--- src/rtl/core/mef_pkg.sv ---
// Shared constants, control word type and microcode ROM of the edge fragmenter.
package mef_pkg;

  localparam int COORD_W   = 32;
  localparam int STEP_W    = 16;
  localparam int MAX_FRAGS = 31;
  localparam int K_W       = $clog2(MAX_FRAGS + 2);
  localparam int EXT_W     = COORD_W + 1;
  localparam int PC_W      = 4;
  localparam int COND_W    = 3;

  // jump conditions
  localparam logic [COND_W-1:0] COND_NEVER     = 3'd0;
  localparam logic [COND_W-1:0] COND_ALWAYS    = 3'd1;
  localparam logic [COND_W-1:0] COND_NO_BEAT   = 3'd2;
  localparam logic [COND_W-1:0] COND_NO_PREV   = 3'd3;
  localparam logic [COND_W-1:0] COND_OUT_BUSY  = 3'd4;
  localparam logic [COND_W-1:0] COND_FRAG_MORE = 3'd5;
  localparam logic [COND_W-1:0] COND_NOT_LAST  = 3'd6;

  // program addresses
  localparam logic [PC_W-1:0] PC_WAIT    = 4'd0;
  localparam logic [PC_W-1:0] PC_CHECK   = 4'd1;
  localparam logic [PC_W-1:0] PC_LOAD_A  = 4'd2;
  localparam logic [PC_W-1:0] PC_START_A = 4'd3;
  localparam logic [PC_W-1:0] PC_FRAG_A  = 4'd4;
  localparam logic [PC_W-1:0] PC_UPDATE  = 4'd5;
  localparam logic [PC_W-1:0] PC_LOAD_B  = 4'd6;
  localparam logic [PC_W-1:0] PC_START_B = 4'd7;
  localparam logic [PC_W-1:0] PC_FRAG_B  = 4'd8;
  localparam logic [PC_W-1:0] PC_DONE    = 4'd9;

  typedef struct packed {
    logic              in_ready;
    logic              load_a;
    logic              load_b;
    logic              upd_prev;
    logic              emit_start;
    logic              emit_frag;
    logic              edge_b;
    logic [COND_W-1:0] cond;
    logic [PC_W-1:0]   target;
  } ucode_t;

  function automatic ucode_t ucode_rom(input logic [PC_W-1:0] pc);
    ucode_t w;
    w = '0;
    w.cond = COND_NEVER;
    w.target = PC_WAIT;
    case (pc)
      PC_WAIT: begin
        w.in_ready = 1'b1;
        w.cond = COND_NO_BEAT;
        w.target = PC_WAIT;
      end
      PC_CHECK: begin
        w.cond = COND_NO_PREV;
        w.target = PC_UPDATE;
      end
      PC_LOAD_A: begin
        w.load_a = 1'b1;
      end
      PC_START_A: begin
        w.emit_start = 1'b1;
        w.cond = COND_OUT_BUSY;
        w.target = PC_START_A;
      end
      PC_FRAG_A: begin
        w.emit_frag = 1'b1;
        w.cond = COND_FRAG_MORE;
        w.target = PC_FRAG_A;
      end
      PC_UPDATE: begin
        w.upd_prev = 1'b1;
        w.cond = COND_NOT_LAST;
        w.target = PC_DONE;
      end
      PC_LOAD_B: begin
        w.load_b = 1'b1;
        w.edge_b = 1'b1;
      end
      PC_START_B: begin
        w.emit_start = 1'b1;
        w.edge_b = 1'b1;
        w.cond = COND_OUT_BUSY;
        w.target = PC_START_B;
      end
      PC_FRAG_B: begin
        w.emit_frag = 1'b1;
        w.edge_b = 1'b1;
        w.cond = COND_FRAG_MORE;
        w.target = PC_FRAG_B;
      end
      PC_DONE: begin
        w.cond = COND_ALWAYS;
        w.target = PC_WAIT;
      end
      default: begin
        w.cond = COND_ALWAYS;
        w.target = PC_WAIT;
      end
    endcase
    return w;
  endfunction

endpackage

--- src/rtl/core/mef_if.sv ---
// Valid/ready channel interfaces for vertex beats and point beats.
interface mef_vertex_if import mef_pkg::*; ();
  logic                      valid;
  logic                      ready;
  logic signed [COORD_W-1:0] vertex_x;
  logic signed [COORD_W-1:0] vertex_y;
  logic                      last_vertex;

  modport source (output valid, output vertex_x, output vertex_y, output last_vertex,
                  input ready);
  modport sink (input valid, input vertex_x, input vertex_y, input last_vertex,
                output ready);
endinterface

interface mef_point_if import mef_pkg::*; ();
  logic                      valid;
  logic                      ready;
  logic signed [COORD_W-1:0] point_x;
  logic signed [COORD_W-1:0] point_y;
  logic                      run_end;
  logic                      poly_close;
  logic                      truncated;

  modport source (output valid, output point_x, output point_y, output run_end,
                  output poly_close, output truncated, input ready);
  modport sink (input valid, input point_x, input point_y, input run_end,
                input poly_close, input truncated, output ready);
endinterface

--- src/rtl/core/manhattan_edge_fragmenter.sv ---
// Top level: microcoded edge fragmenter for Manhattan polygon outlines.
//
//   channel   dir  handshake          payload
//   vertex    in   valid/ready        vertex_x, vertex_y, last_vertex
//   point     out  valid/ready        point_x, point_y, run_end, poly_close, truncated
//   cfg       in   cfg_we             cfg_wdata = step_size
//
// One vertex at a time: a 10-step microprogram runs per vertex, and while an edge is emitted one point
// leaves per cycle unless point stalls; a vertex emits up to 64 points.
// The step counter and the single output register set that pace.
// rst is synchronous: step counter, open-polygon flag, step_size (to 1) and out valid clear.
// A stall on point holds the sequencer in its emit step; vertex is taken only in the wait step.
module manhattan_edge_fragmenter import mef_pkg::*; (
  input  logic              clk,
  input  logic              rst,
  input  logic              cfg_we,
  input  logic [STEP_W-1:0] cfg_wdata,
  mef_vertex_if.sink        vertex,
  mef_point_if.source       point
);

  logic [PC_W-1:0]   pc, pc_next;
  ucode_t            uc;
  logic              cond_true;

  logic [STEP_W-1:0] step_size;
  logic [STEP_W-1:0] step_eff;
  logic              have_vertex;

  logic signed [COORD_W-1:0] cur_x, cur_y, first_x, first_y, prev_x, prev_y;
  logic                      last_r;

  // edge datapath
  logic signed [COORD_W-1:0] ax_r, ay_r;
  logic signed [EXT_W-1:0]   lo_r, hi_r, c_r;
  logic [K_W-1:0]            k_r;
  logic                      vert_r, diag_r, trunc_r;

  logic signed [COORD_W-1:0] sel_ax, sel_ay, sel_bx, sel_by;
  logic                      sel_vert, sel_diag;
  logic signed [EXT_W-1:0]   sel_lo, sel_hi, c_next;
  logic [EXT_W-1:0]          span, frag_lim;
  logic                      trunc_calc;
  logic                      pending;

  logic out_valid, out_free, in_fire, start_fire, frag_fire, edge_final, run_end_calc;
  logic signed [COORD_W-1:0] out_x, out_y;
  logic out_run_end, out_poly_end, out_trunc;

  assign uc       = ucode_rom(pc);
  assign step_eff = (step_size == '0) ? STEP_W'(1) : step_size;
  assign out_free = !out_valid || point.ready;
  assign in_fire  = vertex.valid && uc.in_ready && !rst;

  always_comb begin
    case (uc.cond)
      COND_NEVER:     cond_true = 1'b0;
      COND_ALWAYS:    cond_true = 1'b1;
      COND_NO_BEAT:   cond_true = !vertex.valid;
      COND_NO_PREV:   cond_true = !have_vertex;
      COND_OUT_BUSY:  cond_true = !out_free;
      COND_FRAG_MORE: cond_true = pending;
      COND_NOT_LAST:  cond_true = !last_r;
      default:        cond_true = 1'b1;
    endcase
    pc_next = cond_true ? uc.target : pc + PC_W'(1);
  end

  // edge set-up: open edge runs prev->cur, closing edge runs cur->first
  always_comb begin
    sel_ax = uc.load_b ? cur_x : prev_x;
    sel_ay = uc.load_b ? cur_y : prev_y;
    sel_bx = uc.load_b ? first_x : cur_x;
    sel_by = uc.load_b ? first_y : cur_y;
    sel_vert = (sel_ax == sel_bx);
    sel_diag = !sel_vert && (sel_ay != sel_by);
    if (sel_vert) begin
      sel_lo = (sel_ay < sel_by) ? EXT_W'(sel_ay) : EXT_W'(sel_by);
      sel_hi = (sel_ay < sel_by) ? EXT_W'(sel_by) : EXT_W'(sel_ay);
    end else begin
      sel_lo = (sel_ax < sel_bx) ? EXT_W'(sel_ax) : EXT_W'(sel_bx);
      sel_hi = (sel_ax < sel_bx) ? EXT_W'(sel_bx) : EXT_W'(sel_ax);
    end
  end

  assign c_next     = c_r + $signed({{(EXT_W - STEP_W){1'b0}}, step_eff});
  assign span       = $unsigned(hi_r - lo_r);
  assign frag_lim   = EXT_W'(step_eff) * EXT_W'(MAX_FRAGS + 1);
  // more than the limit fits when span - 1 >= (limit + 1) * step
  assign trunc_calc = !diag_r && (span > frag_lim);
  assign pending    = !diag_r && (c_r < hi_r) && (k_r <= K_W'(MAX_FRAGS));

  assign start_fire = uc.emit_start && out_free;
  assign frag_fire  = uc.emit_frag && pending && out_free;

  always_comb begin
    if (uc.emit_start) begin
      edge_final = diag_r || !(c_r < hi_r);
    end else begin
      edge_final = !(c_next < hi_r) || (k_r == K_W'(MAX_FRAGS));
    end
    run_end_calc = edge_final && (uc.edge_b || !last_r);
  end

  always_ff @(posedge clk) begin
    if (rst) begin
      pc          <= PC_WAIT;
      have_vertex <= 1'b0;
      step_size   <= STEP_W'(1);
      out_valid   <= 1'b0;
    end else begin
      pc <= pc_next;
      if (cfg_we) begin
        step_size <= cfg_wdata;
      end
      if (uc.upd_prev) begin
        have_vertex <= !last_r;
      end
      if (start_fire || frag_fire) begin
        out_valid <= 1'b1;
      end else if (point.ready) begin
        out_valid <= 1'b0;
      end
    end
  end

  always_ff @(posedge clk) begin
    if (in_fire) begin
      cur_x  <= vertex.vertex_x;
      cur_y  <= vertex.vertex_y;
      last_r <= vertex.last_vertex;
      if (!have_vertex) begin
        first_x <= vertex.vertex_x;
        first_y <= vertex.vertex_y;
      end
    end
    if (uc.upd_prev) begin
      prev_x <= cur_x;
      prev_y <= cur_y;
    end
    if (uc.load_a || uc.load_b) begin
      ax_r   <= sel_ax;
      ay_r   <= sel_ay;
      lo_r   <= sel_lo;
      hi_r   <= sel_hi;
      c_r    <= sel_lo + $signed({{(EXT_W - STEP_W){1'b0}}, step_eff});
      k_r    <= K_W'(1);
      vert_r <= sel_vert;
      diag_r <= sel_diag;
    end
    if (start_fire) begin
      trunc_r      <= trunc_calc;
      out_x        <= ax_r;
      out_y        <= ay_r;
      out_trunc    <= trunc_calc;
      out_run_end  <= run_end_calc;
      out_poly_end <= run_end_calc && last_r;
    end
    if (frag_fire) begin
      // advance to the next fragment point
      c_r          <= c_next;
      k_r          <= k_r + K_W'(1);
      out_x        <= vert_r ? ax_r : c_r[COORD_W-1:0];
      out_y        <= vert_r ? c_r[COORD_W-1:0] : ay_r;
      out_trunc    <= trunc_r;
      out_run_end  <= run_end_calc;
      out_poly_end <= run_end_calc && last_r;
    end
  end

  assign vertex.ready     = uc.in_ready && !rst;
  assign point.valid      = out_valid;
  assign point.point_x    = out_x;
  assign point.point_y    = out_y;
  assign point.run_end    = out_run_end;
  assign point.poly_close = out_poly_end;
  assign point.truncated  = out_trunc;

`ifndef SYNTHESIS
  a_frag_count: assert property (@(posedge clk) disable iff (rst)
    frag_fire |-> (k_r <= K_W'(MAX_FRAGS)))
    else $error("fragment count past limit");

  a_poly_end_run_end: assert property (@(posedge clk) disable iff (rst)
    (point.valid && point.poly_close) |-> point.run_end)
    else $error("polygon end without run end");

  a_no_overwrite: assert property (@(posedge clk) disable iff (rst)
    (point.valid && !point.ready) |=> ($stable(point.point_x) && $stable(point.point_y)))
    else $error("stalled point overwritten");

  a_closing_last: assert property (@(posedge clk) disable iff (rst)
    uc.load_b |-> last_r)
    else $error("closing edge without last vertex");
`endif

endmodule
--- src/flat_wrapper.sv ---
// flat-port wrapper written by rule: the top's interface ports become plain ports
module manhattan_edge_fragmenter_flat import mef_pkg::*;
  (clk, rst, cfg_we, cfg_wdata, vertex_valid, vertex_vertex_x, vertex_vertex_y, vertex_last_vertex, vertex_ready, point_valid, point_point_x, point_point_y, point_run_end, point_poly_close, point_truncated, point_ready);
  mef_vertex_if vertex_i ();
  mef_point_if point_i ();
  input  logic clk;
  input  logic rst;
  input  logic cfg_we;
  input  logic [STEP_W-1:0] cfg_wdata;
  input wire logic [$bits(vertex_i.valid)-1:0] vertex_valid;
  input wire logic [$bits(vertex_i.vertex_x)-1:0] vertex_vertex_x;
  input wire logic [$bits(vertex_i.vertex_y)-1:0] vertex_vertex_y;
  input wire logic [$bits(vertex_i.last_vertex)-1:0] vertex_last_vertex;
  output wire logic [$bits(vertex_i.ready)-1:0] vertex_ready;
  output wire logic [$bits(point_i.valid)-1:0] point_valid;
  output wire logic [$bits(point_i.point_x)-1:0] point_point_x;
  output wire logic [$bits(point_i.point_y)-1:0] point_point_y;
  output wire logic [$bits(point_i.run_end)-1:0] point_run_end;
  output wire logic [$bits(point_i.poly_close)-1:0] point_poly_close;
  output wire logic [$bits(point_i.truncated)-1:0] point_truncated;
  input wire logic [$bits(point_i.ready)-1:0] point_ready;
  assign vertex_i.valid = vertex_valid;
  assign vertex_i.vertex_x = vertex_vertex_x;
  assign vertex_i.vertex_y = vertex_vertex_y;
  assign vertex_i.last_vertex = vertex_last_vertex;
  assign vertex_ready = vertex_i.ready;
  assign point_valid = point_i.valid;
  assign point_point_x = point_i.point_x;
  assign point_point_y = point_i.point_y;
  assign point_run_end = point_i.run_end;
  assign point_poly_close = point_i.poly_close;
  assign point_truncated = point_i.truncated;
  assign point_i.ready = point_ready;
  manhattan_edge_fragmenter u_core (.clk(clk), .rst(rst), .cfg_we(cfg_we), .cfg_wdata(cfg_wdata), .vertex(vertex_i), .point(point_i));
endmodule
--- config.mk ---
export PLATFORM = sky130hd
export DESIGN_NAME = manhattan_edge_fragmenter_flat
export DESIGN_NICKNAME = d
export VERILOG_FILES = /design/src/rtl/core/mef_pkg.sv /design/src/rtl/core/mef_if.sv /design/src/rtl/core/manhattan_edge_fragmenter.sv /design/src/flat_wrapper.sv
export SDC_FILE = /design/constraint.sdc
export NUM_CORES = 1
export LEC_CHECK = 0
export BUFFER_PORTS_ARGS = -buffer_cell sky130_fd_sc_hd__buf_2
export CAP_MARGIN = 10
export CORE_ASPECT_RATIO = 1.25
export CORE_UTILIZATION = 64
export CTS_BUF_LIST = sky130_fd_sc_hd__clkbuf_8
export DETAILED_ROUTE_END_ITERATION = 7
export GPL_ROUTABILITY_DRIVEN = 1
export PLACE_DENSITY = 0.83
export SLEW_MARGIN = 20
export SYNTH_ARGS = -nofsm -noshare
export SYNTH_HDL_FRONTEND = slang
export SYNTH_SLANG_ARGS = --single-unit
--- constraint.sdc ---
create_clock -name clk -period 10 [get_ports clk]
set_input_delay 3 -clock clk [delete_from_list [all_inputs] [get_ports clk]]
set_output_delay 3 -clock clk [all_outputs]
set_load 0.03 [all_outputs]
# Yosys cells after proc, flatten, opt, wreduce, memory -nomap -nowiden
# Cells that the tools add are included.
# Widths: inputs -> output; s select.
[totals]
ff_bits = 454
word_cells = 132
out_inout_bits = 69
[classes]
magnitude_cmp = 6
reduce_logical = 39
muxes = 40
n_eq_ne = 16
addsub = 5
n_bitwise = 1
[ops]
columns = ["op", "count"]
rows = [
  ["$mux 32", 10],
  ["$mux 33", 8],
  ["$add 33x17->33", 2],
  ["$lt 33x33->1", 2],
  ["$lt 32x32->1", 2],
  ["$pmux 7 s8", 1],
  ["$gt 33x21->1", 1],
  ["$sub 33x33->33", 1],
  ["$eq 32x32->1", 1],
  ["$ne 32x32->1", 1],
  ["$eq 4x3->1 const B", 4],
  ["$logic_not 16->1", 1],
  ["$mux 1", 16],
  ["$mux 16", 1],
  ["$logic_and 1x1->1", 12],
  ["$mux 6", 2],
  ["$logic_not 1->1", 10],
  ["$eq 3x3->1 const B", 3],
  ["$eq 4x2->1 const B", 2],
  ["$add 6x1->6 const B", 1],
  ["$eq 3x2->1 const B", 2],
  ["$eq 6x5->1 const B", 1],
  ["$le 6x5->1 const B", 1],
  ["$logic_or 1x1->1", 6],
  ["12 further kinds", 16],
]

# Logic depth before layout (Yosys ltp)
# Gate-level depths: netlist of the first run.
[logic_depth]
word_depth = 11
ltp_mapped = 39
depth_no_buf = 29

# Worst setup path after synthesis of the first run
# No wires, ideal clock.
[synth_path]
path_kind = "input -> register"
from = "in rst"
to = "reg u_core.first_x[0], enable pin"
cell_stages = 3
slack_ps = 1086
path_buffers = 0
t_arrival_ps = 8420
cell_sequence = "nor3b_1 -> and2_1 -> nor2b_1"
[synth_between]
elab_chain_cells = 3
[synth_lines]
columns = ["element", "line", "rtl"]
rows = [
  ["from (decl)", "flat_wrapper.sv:7", "input logic rst;"],
  ["$logic_not 1->1", "manhattan_edge_fragmenter.sv:53", "assign in_fire = vertex.valid && uc.in_ready && !rst;"],
  ["$logic_and 1x1->1", "manhattan_edge_fragmenter.sv:53", ""],
  ["named net u_core.in_fire", "manhattan_edge_fragmenter.sv:46", "logic out_valid, out_free, in_fire, start_fire, frag_fire, edge_final, run_end_calc;"],
  ["$reduce_and 2->1 (no line)", "--", ""],
  ["to (signal assigned)", "manhattan_edge_fragmenter.sv:133", "first_x <= vertex.vertex_x;"],
  ["to (decl)", "manhattan_edge_fragmenter.sv:30", "logic signed [COORD_W-1:0] cur_x, cur_y, first_x, first_y, prev_x, prev_y;"],
]
# The timed path passes the listed nets, and every way through them passes these cells.
# A chain may end at the register's enable or synchronous reset.

# Final worst setup path of the first run
[layout_path]
from = "reg u_core.pc[0]"
to = "reg u_core.c_r[27] (data pin)"
[layout_between]
elab_chain_cells = 9
elab_cells_between_ends = 21
[layout_lines]
columns = ["element", "line", "rtl"]
rows = [
  ["from (decl)", "manhattan_edge_fragmenter.sv:22", "logic [PC_W-1:0] pc, pc_next;"],
  ["from (signal assigned)", "manhattan_edge_fragmenter.sv:112", "pc <= pc_next;"],
  ["$eq 4x3->1 (*)", "mef_pkg.sv:50", "case (pc)"],
  ["$mux 1 (*)", "mef_pkg.sv:50", ""],
  ["$mux 32 (*)", "manhattan_edge_fragmenter.sv:71", "sel_ax = uc.load_b ? cur_x : prev_x;"],
  ["named net u_core.sel_ax[31]", "manhattan_edge_fragmenter.sv:39", "logic signed [COORD_W-1:0] sel_ax, sel_ay, sel_bx, sel_by;"],
  ["$lt 32x32->1", "manhattan_edge_fragmenter.sv:81", "sel_lo = (sel_ax < sel_bx) ? EXT_W'(sel_ax) : EXT_W'(sel_bx);"],
  ["$mux 33", "manhattan_edge_fragmenter.sv:81", ""],
  ["$mux 33 (*)", "manhattan_edge_fragmenter.sv:77", "if (sel_vert) begin"],
  ["named net u_core.sel_lo[8]", "manhattan_edge_fragmenter.sv:41", "logic signed [EXT_W-1:0] sel_lo, sel_hi, c_next;"],
  ["$add 33x17->33 (*)", "manhattan_edge_fragmenter.sv:146", "c_r <= sel_lo + $signed({{(EXT_W - STEP_W){1'b0}}, step_eff});"],
  ["$mux 33 (*)", "manhattan_edge_fragmenter.sv:141", "if (uc.load_a || uc.load_b) begin"],
  ["$mux 33 (*)", "manhattan_edge_fragmenter.sv:159", "if (frag_fire) begin"],
  ["to (signal assigned)", "manhattan_edge_fragmenter.sv:146", ""],
  ["to (signal assigned)", "manhattan_edge_fragmenter.sv:161", "c_r <= c_next;"],
  ["to (decl)", "manhattan_edge_fragmenter.sv:35", "logic signed [EXT_W-1:0] lo_r, hi_r, c_r;"],
]
# Mark *: on every way through the listed nets, which the timed path passes. The rest lies on a longest branch. The select of a mux whose other input is x is not followed.

==> results of run 1 <==
==> synth_stat cells (all sizes together) (10+ instances only) <==
cell type and count:
nor3 24, nor2 134, and3 13, nand2 170
mux2i 138, clkbuf 64, a211oi 18, o21a 13
dfxtp 22, nand4 28, o211ai 30, ha 205
edfxtp 430, nand3 85, buf 34, a21oi 139
xor2 37, a21o 54, nand2b 24, nor4 10
inv 163, nor2b 23, o21ai 145, mux2 100
xnor2 51
==> worst reg2reg max path: stages (launching register included) <==
cell,delay [ns]
dfxtp_1,0.37
inv_1,0.09
ha_1,0.31
nand2_8,0.44
buf_4,0.48
mux2i_1,0.28
inv_1,0.12
ha_1,0.62
nand4_1,0.22
nand2b_1,0.21
o21ai_0,0.75
o21ai_2,0.12
nand2_2,0.45
nand2_1,0.12
o211ai_1,0.17
o21ai_0,0.29
ha_1,0.46
a21o_1,0.18
a21o_1,0.24
nor2_1,0.11
nor2_1,0.06
a221o_1,0.33
and4_1,0.25
a2111oi_4,0.64
a211oi_1,0.20
xnor2_1,0.16
mux2_2,0.28
==> power groups by stage <==
stage	sequential (mW)	clock, mW	combinational (mW)
6_report	2.63	1.48	2.15
5_1_grt	2.65	1.57	2.34
4_1_cts	2.63	1.49	2.11
3_5_place_dp	2.66	0	2.10
3_3_place_gp	2.65	0	2.03
2_1_floorplan	2.66	0	1.48
==> worst max-delay path by stage <==
stage / startpoint / to / slack (ns)
floorplan: rst / u_core.first_x[0]$_DFFE_PP_ / 1.09
global placement: u_core.pc[0]$_SDFF_PP0_ / u_core.c_r[31]$_DFFE_PP_ / 2.07
detailed placement: u_core.pc[0]$_SDFF_PP0_ / u_core.c_r[20]$_DFFE_PP_ / 2.07
CTS: u_core.pc[0]$_SDFF_PP0_ / u_core.c_r[20]$_DFFE_PP_ / 2.07
global route: u_core.pc[0]$_SDFF_PP0_ / u_core.c_r[21]$_DFFE_PP_ / 1.35
finish: u_core.pc[0]$_SDFF_PP0_ / u_core.c_r[27]$_DFFE_PP_ / 1.82
==> cell type report <==
cell class	count	area [sq um]	share of cell area, %
diodes	2	5.00	0.0174
inverters	163	612	2.13
clock buffers	75	1030	3.59
well taps	546	683	2.38
repair buffers	172	918	3.20
flip-flops and latches	452	13400	46.5
clock inverters	53	270	0.940
multi-input cells	1579	11900	41.3
==> logic make-up after synthesis <==
logic type / after synthesis / synth area share (%)
buffers and inverters: 261 / 4.00
muxes: 238 / 9.60
DFF: 452 / 51.0
and+or+nand+nor: 547 / 10.0
adders and majority gates: 217 / 10.4
AOI/OAI and AO/OA: 489 / 12.1
xor gates and xnor gates: 88 / 2.94
==> through the flow <==
stage / total power [mW] / util [%] / setup WS, ns / cells
after floorplan: 4.14 / - / 1.09 / 2292
after global placement: 4.69 / 68.2 / 2.07 / 2912
after detailed placement: 4.76 / 68.2 / 2.07 / 2912
after CTS: 6.23 / 71.4 / 2.07 / 3040
after global routing: 6.56 / 71.5 / 1.35 / 3041
final: 6.26 / 71.5 / 1.82 / 3042
==> layout by cell type, fill, tap and decap left out, types with 14 or more instances in the layout <==
| master | n |
|---|---|
| a21o_1 | 53 |
| clkinv_2 | 14 |
| mux2_2 | 98 |
| xnor2_1 | 51 |
| o211ai_1 | 29 |
| buf_2 | 154 |
| clkinv_1 | 15 |
| a21oi_1 | 136 |
| ha_1 | 205 |
| mux2i_1 | 137 |
| inv_1 | 179 |
| nand3_1 | 84 |
| nor2_1 | 132 |
| nor3_1 | 23 |
| buf_4 | 17 |
| nor2b_1 | 20 |
| clkbuf_8 | 75 |
| xor2_1 | 37 |
| o21ai_0 | 138 |
| a211oi_1 | 18 |
| dfxtp_1 | 22 |
| nand2_1 | 168 |
| edfxtp_1 | 430 |
| nand2b_1 | 24 |
| nand4_1 | 26 |
==> layer usage <==
| metal | share of wire (%) | global-route usage (%) | routed length, um | vias up |
|---|---|---|---|---|
| li1 | - | - | - | 8803 |
| met1 | 42 | 48.4 | 28900 | 9140 |
| met2 | 46 | 51.6 | 32100 | 942 |
| met3 | 9.4 | 4.25 | 6550 | 116 |
| met4 | 2.8 | 12.0 | 1950 | 2 |
| met5 | 0.019 | 0 | 13 | - |
==> results.sh, run 1 <==
export IMPL_synth_area_leaders="edfxtp_1, ha_1, mux2i_1"
export IMPL_p_sw_share_pct=36.6
export IMPL_routed_via_density=6.25
export IMPL_setup_viol_count_final=0
export IMPL_synthArstFlopShare_pct=0
export IMPL_regMostFlops="u_core.c_r"
export IMPL_fp_dieW_um=183
export IMPL_drc_errors=0
export IMPL_netlist_area_sq_um=26200
export IMPL_nNetsFinal=2734
export IMPL_vias=19000
export IMPL_status="complete, no violations"
export IMPL_drtIter0Drc=1838
export IMPL_cp_end_kind="flop"
export IMPL_fin_crit_ns=8.18
export IMPL_wl_per_cell_um=22.8
export IMPL_rsz0062_at_grt="no"
export IMPL_yosys_most_used_dff="edfxtp_1"
export IMPL_maxCapViolCount=0
export IMPL_critPathTopFamily="compound AO/OA/AOI/OAI gates"
export IMPL_cp_arrival_ns=8.58
export IMPL_cp_start_kind="flop"
export IMPL_cp_depth=26
export IMPL_whs_endpoint="u_core.prev_y[0]$_DFFE_PP_"
export IMPL_cts_tree="built"
export IMPL_place_congestion=0.967
export IMPL_track_usage_pct=33.3
export IMPL_internal_power_mw=3.97
export IMPL_post_route_period_util_pct=81.8
export IMPL_start_util_pct=65.1
export IMPL_crit_slowest_cell="o21ai_0"
export IMPL_fin_setup_tns_ns=0
export IMPL_die_area_sq_um=41700
export IMPL_path_clk_slew_ns=0.07
export IMPL_synth_edf_count=430
export IMPL_cp_num_buf_inv=3
export IMPL_vdd_drop_max_uv=181
export IMPL_syn_num_nets=2586
export IMPL_coreArea_sq_um=40200
export IMPL_cts_setup_buffers=0
export IMPL_die_h_um=228
export IMPL_r2r_end="u_core.c_r[27]$_DFFE_PP_"
export IMPL_hold_class="flop to flop"
export IMPL_ys_seq_elements=452
export IMPL_largest_reg_flops=33
export IMPL_drive_above_1_share_pct=16.7
export IMPL_cellPowerDensity_nw_per_um2=218
export IMPL_avgSynthCellArea_sq_um=11.4
export IMPL_dp_final_hpwl_um=51600
export IMPL_combPwrFrac_pct=34.4
export IMPL_dr_pass1_iters=6
export IMPL_synth_distinct_cells=96
export IMPL_design_area_sq_um=28700
export IMPL_tightest_slew_ns=1.08
export IMPL_holdBufCountCts=0
export IMPL_drv_slew=0
export IMPL_grt_pass1_vias=18300
export IMPL_p_leak_nw=12.1
export IMPL_rr_startpoint="u_core.pc[0]$_SDFF_PP0_"
export IMPL_clockBufferDepth=3
export IMPL_yosysSeqAreaShare_pct=51.0
export IMPL_synth_warning_count=0
export IMPL_cp_required_ns=10.40
export IMPL_fmax_mhz=122
export IMPL_clock_sinks=452
export IMPL_hold_viol_final=0
export IMPL_max_stage_delay_ns=0.75
export IMPL_num_rows=82
export IMPL_dpl_instance_area_sq_um=27400
export IMPL_skew_ns=0.0529
export IMPL_drtAntennaViolNets=0
export IMPL_min_from="u_core.cur_y[0]$_DFFE_PP_"
export IMPL_clkLatencyLatePin_ns=0.68
export IMPL_cts_resized=0
export IMPL_clockPowerShare_pct=23.6
export IMPL_grt_max_degree=132
export IMPL_cts_max_level=3
export IMPL_worstRegToRegCells=26
export IMPL_antenna_found_initial=3
export IMPL_crit_fanout=62
export IMPL_whs_path_depth=0
export IMPL_cts_root_buf="clkbuf_8"
export IMPL_io_pins=155
export IMPL_synth_cells=2292
export IMPL_synth_top_cell_area_share_pct=49.3
export IMPL_io_buffers=154
export IMPL_grt_pass1_wl_um=104000
export IMPL_pwr_share_seq_pct=42.1
export IMPL_reg2reg_slack_ns=1.82
export IMPL_wirelength_um=69500
export IMPL_fillCellCount=2883
export IMPL_whs_ns=0.478
export IMPL_critical_path_most_common_cell="ha_1"
export IMPL_synth_top_area_cell="edfxtp_1"
export IMPL_grt_ovfl_total=0
export IMPL_cts_buffers=72
export IMPL_syn_to_final_growth_pct=9.72
export IMPL_p_sw_mw=2.29
export IMPL_worstSetupPathType="flop to flop"
export IMPL_slew_headroom_pct=28.0
Note: power is estimated with default switching activity, not from simulation.
==> inputs of run 2 (changes only) <==
--- a/config.mk
+++ b/config.mk
@@ -8,11 +8,11 @@
 export BUFFER_PORTS_ARGS = -buffer_cell sky130_fd_sc_hd__buf_2
 export CAP_MARGIN = 10
 export CORE_ASPECT_RATIO = 1.25
-export CORE_UTILIZATION = 64
+export CORE_UTILIZATION = 58
 export CTS_BUF_LIST = sky130_fd_sc_hd__clkbuf_8
 export DETAILED_ROUTE_END_ITERATION = 7
 export GPL_ROUTABILITY_DRIVEN = 1
-export PLACE_DENSITY = 0.83
+export PLACE_DENSITY = 0.8
 export SLEW_MARGIN = 20
 export SYNTH_ARGS = -nofsm -noshare
 export SYNTH_HDL_FRONTEND = slang
==> constraint.sdc (replaced) <==
create_clock -name clk -period 7.5 [get_ports clk]
set_input_delay 2.25 -clock clk [delete_from_list [all_inputs] [get_ports clk]]
set_output_delay 2.25 -clock clk [all_outputs]
set_load 0.03 [all_outputs]
==> run 2 against run 1 <==
Effect of this change:
- die area rose by 10%
- critical path depth did not move
- worst hold slack got worse by 0.0020 ns
- largest power group unchanged
- design area rose by 1.3%
- via count rose by 1.2%
- cell count rose by 2.3%
- setup slack got worse by 1.6 ns
- maximum frequency rose by 12%
- first-iteration DRC count fell by 15%
==> results.sh, run 2 (synthesized netlist as in run 1, its figures left out) <==
export IMPL_status="complete, no violations"
export IMPL_wl_per_cell_um=22.4
export IMPL_coreArea_sq_um=44300
export IMPL_slew_headroom_pct=28.9
export IMPL_wirelength_um=69800
export IMPL_cellPowerDensity_nw_per_um2=289
export IMPL_routed_via_density=6.18
export IMPL_vias=19200
export IMPL_setup_viol_count_final=0
export IMPL_worstSetupPathType="flop to flop"
export IMPL_hold_viol_final=0
export IMPL_clock_sinks=452
export IMPL_io_buffers=154
export IMPL_critPathTopFamily="compound AO/OA/AOI/OAI gates"
export IMPL_critical_path_most_common_cell="ha_1"
export IMPL_cts_setup_buffers=0
export IMPL_regMostFlops="u_core.c_r"
export IMPL_fin_setup_tns_ns=0
export IMPL_maxCapViolCount=0
export IMPL_skew_ns=0.0334
export IMPL_fp_dieW_um=192
export IMPL_drive_above_1_share_pct=18.0
export IMPL_dr_pass1_iters=6
export IMPL_cp_required_ns=7.91
export IMPL_start_util_pct=59.1
export IMPL_max_stage_delay_ns=0.68
export IMPL_grt_ovfl_total=0
export IMPL_dp_final_hpwl_um=52800
export IMPL_fmax_mhz=137
export IMPL_worst_slack_ns=0.223
export IMPL_rr_startpoint="u_core.pc[0]$_SDFF_PP0_"
export IMPL_grt_pass1_vias=18600
export IMPL_drc_errors=0
export IMPL_clkLatencyLatePin_ns=0.66
export IMPL_cp_arrival_ns=7.69
export IMPL_largest_reg_flops=33
export IMPL_vdd_drop_max_uv=211
export IMPL_whs_path_depth=0
export IMPL_final_cell_mix="edfxtp_1, ha_1, inv_1"
export IMPL_hold_class="flop to flop"
export IMPL_r2r_end="u_core.c_r[23]$_DFFE_PP_"
export IMPL_cts_root_buf="clkbuf_8"
export IMPL_crit_slowest_cell="a2111oi_1"
export IMPL_whs_endpoint="u_core.prev_x[0]$_DFFE_PP_"
export IMPL_worstRegToRegCells=26
export IMPL_io_pins=155
export IMPL_path_clk_slew_ns=0.06
export IMPL_crit_fanout=40
export IMPL_cts_buffers=73
export IMPL_drv_slew=0
export IMPL_cts_tree="built"
export IMPL_dpl_instance_area_sq_um=27800
export IMPL_reg2reg_slack_ns=0.22
export IMPL_grt_max_degree=73
export IMPL_fillCellCount=3357
export IMPL_nNetsFinal=2780
export IMPL_clockBufferDepth=3
export IMPL_place_congestion=0.991
export IMPL_drtIter0Drc=1566
export IMPL_cp_startpoint="u_core.pc[0]$_SDFF_PP0_"
export IMPL_post_route_period_util_pct=97.0
export IMPL_die_h_um=240
export IMPL_cts_max_level=3
export IMPL_grt_pass1_wl_um=105000
export IMPL_min_from="u_core.cur_x[0]$_DFFE_PP_"
export IMPL_syn_to_final_growth_pct=11.2
export IMPL_design_area_sq_um=29100
export IMPL_die_area_sq_um=46000
export IMPL_tightest_slew_ns=1.07
export IMPL_antenna_found_initial=1
export IMPL_p_leak_nw=12.3
export IMPL_rsz0062_at_grt="no"
export IMPL_final_common_cell="edfxtp_1"
export IMPL_num_rows=86
export IMPL_fin_crit_ns=7.28
export IMPL_cp_end_kind="flop"
export IMPL_cp_num_buf_inv=4
export IMPL_drtAntennaViolNets=0
export IMPL_track_usage_pct=30.4
export IMPL_place_ws_ns=0.157
export IMPL_cp_start_kind="flop"
## run 2: layout make-up
| type | count | area [sq um] | share of cell area, % |
|---|---|---|---|
| antenna | 1 | 2.50 | 0.00859 |
| clock buffer | 77 | 1060 | 3.64 |
| clock inverter | 50 | 243 | 0.834 |
| inverter | 163 | 612 | 2.10 |
| multi-input combinational | 1579 | 11900 | 40.7 |
| sequential | 452 | 13400 | 45.9 |
| tap | 572 | 716 | 2.46 |
| timing repair buffer | 217 | 1270 | 4.36 |
## run 2: worst max-delay path by stage
stage                               endpoint  slack [ns]  depth (start not counted)
detailed placement  u_core.c_r[23]$_DFFE_PP_        0.16                         27
global placement    u_core.c_r[31]$_DFFE_PP_        0.41                         25
floorplan           u_core.c_r[31]$_DFFE_PP_        0.04                         37
finish              u_core.c_r[23]$_DFFE_PP_        0.22                         26
global route        u_core.c_r[27]$_DFFE_PP_       0.003                         27
CTS                 u_core.c_r[23]$_DFFE_PP_        0.12                         26
## run 2: layer usage
layer  GRT usage (%)  part of all wire [%]
met3            4.75                   8.7
met1            42.2                    42
met4            11.5                   3.3
met2            48.1                    46
met5               0                     0
## run 2: timing repair
item                       CTS  global route
setup endpoints to repair    0            11
gates resized for setup      0             1
hold buffers                 0             0
## run 2: through the flow
step | power (mW) | instances | hold slack [ns] | util [%]
finish | 8.41 | 3111 | 0.476 | 65.7
global route | 8.82 | 3111 | 0.496 | 65.7
global placement | 6.31 | 2982 | 0.460 | 62.7
detailed placement | 6.42 | 2982 | 0.467 | 62.7
floorplan | 5.50 | 2292 | 0.443 | -
CTS | 8.39 | 3109 | 0.482 | 65.6
## run 2: where the power goes
part / total, mW / internal (mW) / switching (mW) / leakage (nW)
combinational: 2.94 / 1.11 / 1.84 / 7.50
clock: 1.96 / 0.982 / 0.978 / 0.721
sequential: 3.51 / 3.28 / 0.227 / 4.09
==> inputs of run 3 (changes only) <==
--- a/config.mk
+++ b/config.mk
@@ -13,6 +13,7 @@
 export DETAILED_ROUTE_END_ITERATION = 7
 export GPL_ROUTABILITY_DRIVEN = 1
 export PLACE_DENSITY = 0.8
+export REMOVE_ABC_BUFFERS = 1
 export SLEW_MARGIN = 20
 export SYNTH_ARGS = -nofsm -noshare
 export SYNTH_HDL_FRONTEND = slang
==> run 3 against run 2 <==
Effect of this change:
- via count hardly changed
- register-to-register slack better by 0.16 ns
- highest routed layer unchanged
- routed wire length is 6.0% higher
- sequential share of layout area is 0.16 points lower
- clock skew is 0.0068 ns lower
- count of clock-buffer cells in the layout is 4 lower
- largest cell class unchanged
- die area stayed put
==> results.sh, run 3 (synthesized netlist as in run 1, its figures left out) <==
export IMPL_place_congestion=0.983
export IMPL_p_leak_nw=12.3
export IMPL_status="complete, no violations"
export IMPL_skew_ns=0.0266
export IMPL_min_from="u_core.cur_y[28]$_DFFE_PP_"
export IMPL_p_sw_mw=3.11
export IMPL_cp_start_kind="flop"
export IMPL_rr_startpoint="u_core.pc[0]$_SDFF_PP0_"
export IMPL_io_pins=155
export IMPL_clock_sinks=452
export IMPL_crit_slowest_cell="mux2i_1"
export IMPL_cp_arrival_ns=7.53
export IMPL_combPwrFrac_pct=34.5
export IMPL_whs_endpoint="u_core.prev_y[28]$_DFFE_PP_"
export IMPL_pwr_share_seq_pct=41.0
export IMPL_tightest_slew_ns=0.985
export IMPL_num_rows=86
export IMPL_clkLatencyLatePin_ns=0.67
export IMPL_routed_via_density=6.19
export IMPL_vias=19200
export IMPL_die_h_um=240
export IMPL_cts_buffers=73
export IMPL_drv_slew=0
export IMPL_maxCapViolCount=0
export IMPL_antenna_found_initial=2
export IMPL_hold_viol_final=0
export IMPL_io_buffers=154
export IMPL_die_area_sq_um=46000
export IMPL_hold_class="flop to flop"
export IMPL_final_cell_mix="edfxtp_1, ha_1, inv_1"
export IMPL_worstRegToRegCells=29
export IMPL_fin_cells=3108
export IMPL_fmax_mhz=140
export IMPL_wirelength_um=73900
export IMPL_regMostFlops="u_core.c_r"
export IMPL_drc_errors=0
export IMPL_cts_resized=0
export IMPL_cp_required_ns=7.91
export IMPL_whs_path_depth=0
export IMPL_worstSetupPathType="flop to flop"
export IMPL_fin_crit_ns=7.12
export IMPL_path_clk_slew_ns=0.06
export IMPL_drtAntennaViolNets=0
export IMPL_grt_pass1_wl_um=110000
export IMPL_rsz0062_at_grt="no"
export IMPL_holdBufCountCts=0
export IMPL_coreArea_sq_um=44300
export IMPL_vdd_drop_max_uv=213
export IMPL_dpl_instance_area_sq_um=27800
export IMPL_drtIter0Drc=1606
export IMPL_track_usage_pct=32.4
export IMPL_power_mw=8.56
export IMPL_final_common_cell="edfxtp_1"
export IMPL_fin_util_pct=65.9
export IMPL_grt_pass1_vias=18700
export IMPL_cp_end_kind="flop"
export IMPL_start_util_pct=59.1
export IMPL_drive_above_1_share_pct=18.0
export IMPL_syn_to_final_growth_pct=11.6
export IMPL_cts_max_level=3
export IMPL_reg2reg_slack_ns=0.38
export IMPL_clockPowerShare_pct=24.5
export IMPL_grt_max_degree=132
export IMPL_dp_final_hpwl_um=54500
export IMPL_crit_fanout=32
export IMPL_wl_per_cell_um=23.8
export IMPL_cts_setup_buffers=0
export IMPL_cts_tree="built"
export IMPL_r2r_end="u_core.c_r[31]$_DFFE_PP_"
export IMPL_fin_setup_tns_ns=0
export IMPL_dp_cells=2978
export IMPL_dr_pass1_iters=6
export IMPL_p_sw_share_pct=36.3
export IMPL_fp_dieW_um=192
export IMPL_max_stage_delay_ns=0.47
export IMPL_post_route_period_util_pct=94.9
export IMPL_setup_viol_count_final=0
export IMPL_cellPowerDensity_nw_per_um2=293
export IMPL_internal_power_mw=5.45
export IMPL_cts_root_buf="clkbuf_8"
export IMPL_clockBufferDepth=3
export IMPL_grt_ovfl_total=0
export IMPL_design_area_sq_um=29200
export IMPL_slew_headroom_pct=34.3
export IMPL_nNetsFinal=2775
export IMPL_largest_reg_flops=33
run 3: cell types whose count changed in the layout (fill, tap and decap cells not counted), sizes merged:
| cell | before | now |
|---|---|---|
| inv | 178 | 181 |
| clkbuf | 77 | 73 |
| buf | 217 | 212 |
| clkinv | 30 | 29 |
| bufinv | 1 | 5 |
run 3: how the worst max path moves through the flow:
stage / start / end / slack (ns) / cells after the start
global placement: u_core.pc[0]$_SDFF_PP0_ / u_core.c_r[31]$_DFFE_PP_ / 0.67 / 27
finish: u_core.pc[0]$_SDFF_PP0_ / u_core.c_r[31]$_DFFE_PP_ / 0.38 / 29
CTS: u_core.pc[0]$_SDFF_PP0_ / u_core.c_r[31]$_DFFE_PP_ / 0.50 / 29
floorplan: u_core.pc[0]$_SDFF_PP0_ / u_core.c_r[31]$_DFFE_PP_ / -2.11 / 25
detailed placement: u_core.pc[0]$_SDFF_PP0_ / u_core.c_r[31]$_DFFE_PP_ / 0.53 / 29
global route: u_core.pc[0]$_SDFF_PP0_ / u_core.c_r[32]$_DFFE_PP_ / 0.02 / 25
run 3: cell type report:
type	count	area, sq um
Antenna cell	1	2.50
Clock buffer	73	1000
Clock inverter	56	384
Fill cell	3419	15100
Inverter	163	612
Multi-Input combinational cell	1579	11900
Sequential cell	452	13400
Tap cell	572	716
Timing Repair Buffer	212	1280
run 3: routing by layer:
metal / share of wire [%] / up-vias / GRT usage (%)
li1: - / 8883 / -
met1: 42 / 9269 / 44.2
met2: 47 / 938 / 51.7
met3: 7.9 / 142 / 4.88
met4: 3.7 / 0 / 13.6
met5: 0 / - / 0
run 3: power groups by stage:
stage | registers, mW | logic [mW] | clock network, mW
3_3_place_gp | 3.54 | 2.82 | 0
4_1_cts | 3.50 | 2.91 | 2.13
2_1_floorplan | 3.55 | 1.94 | 0
5_1_grt | 3.53 | 3.22 | 2.24
3_5_place_dp | 3.55 | 2.89 | 0
6_report | 3.51 | 2.95 | 2.10
run 3: worst max-delay path: cells and delay by family, from the launching register on:
family,cells,cell delay (ns)
AND/OR/NAND/NOR,8,1.58
buffers and inverters,6,1.17
XOR/XNOR,1,0.15
multiplexers,2,0.75
adder cells (fa/ha/maj),3,0.99
AO/OA/AOI/OAI,9,1.82
flip-flops,1,0.37
run 3: through the flow:
stage          setup slack (ns)  hold slack (ns)
2_1_floorplan             -2.11            0.443
3_3_place_gp              0.668            0.457
3_5_place_dp              0.534            0.462
4_1_cts                   0.500            0.476
5_1_grt                  0.0215            0.490
6_report                  0.382            0.478
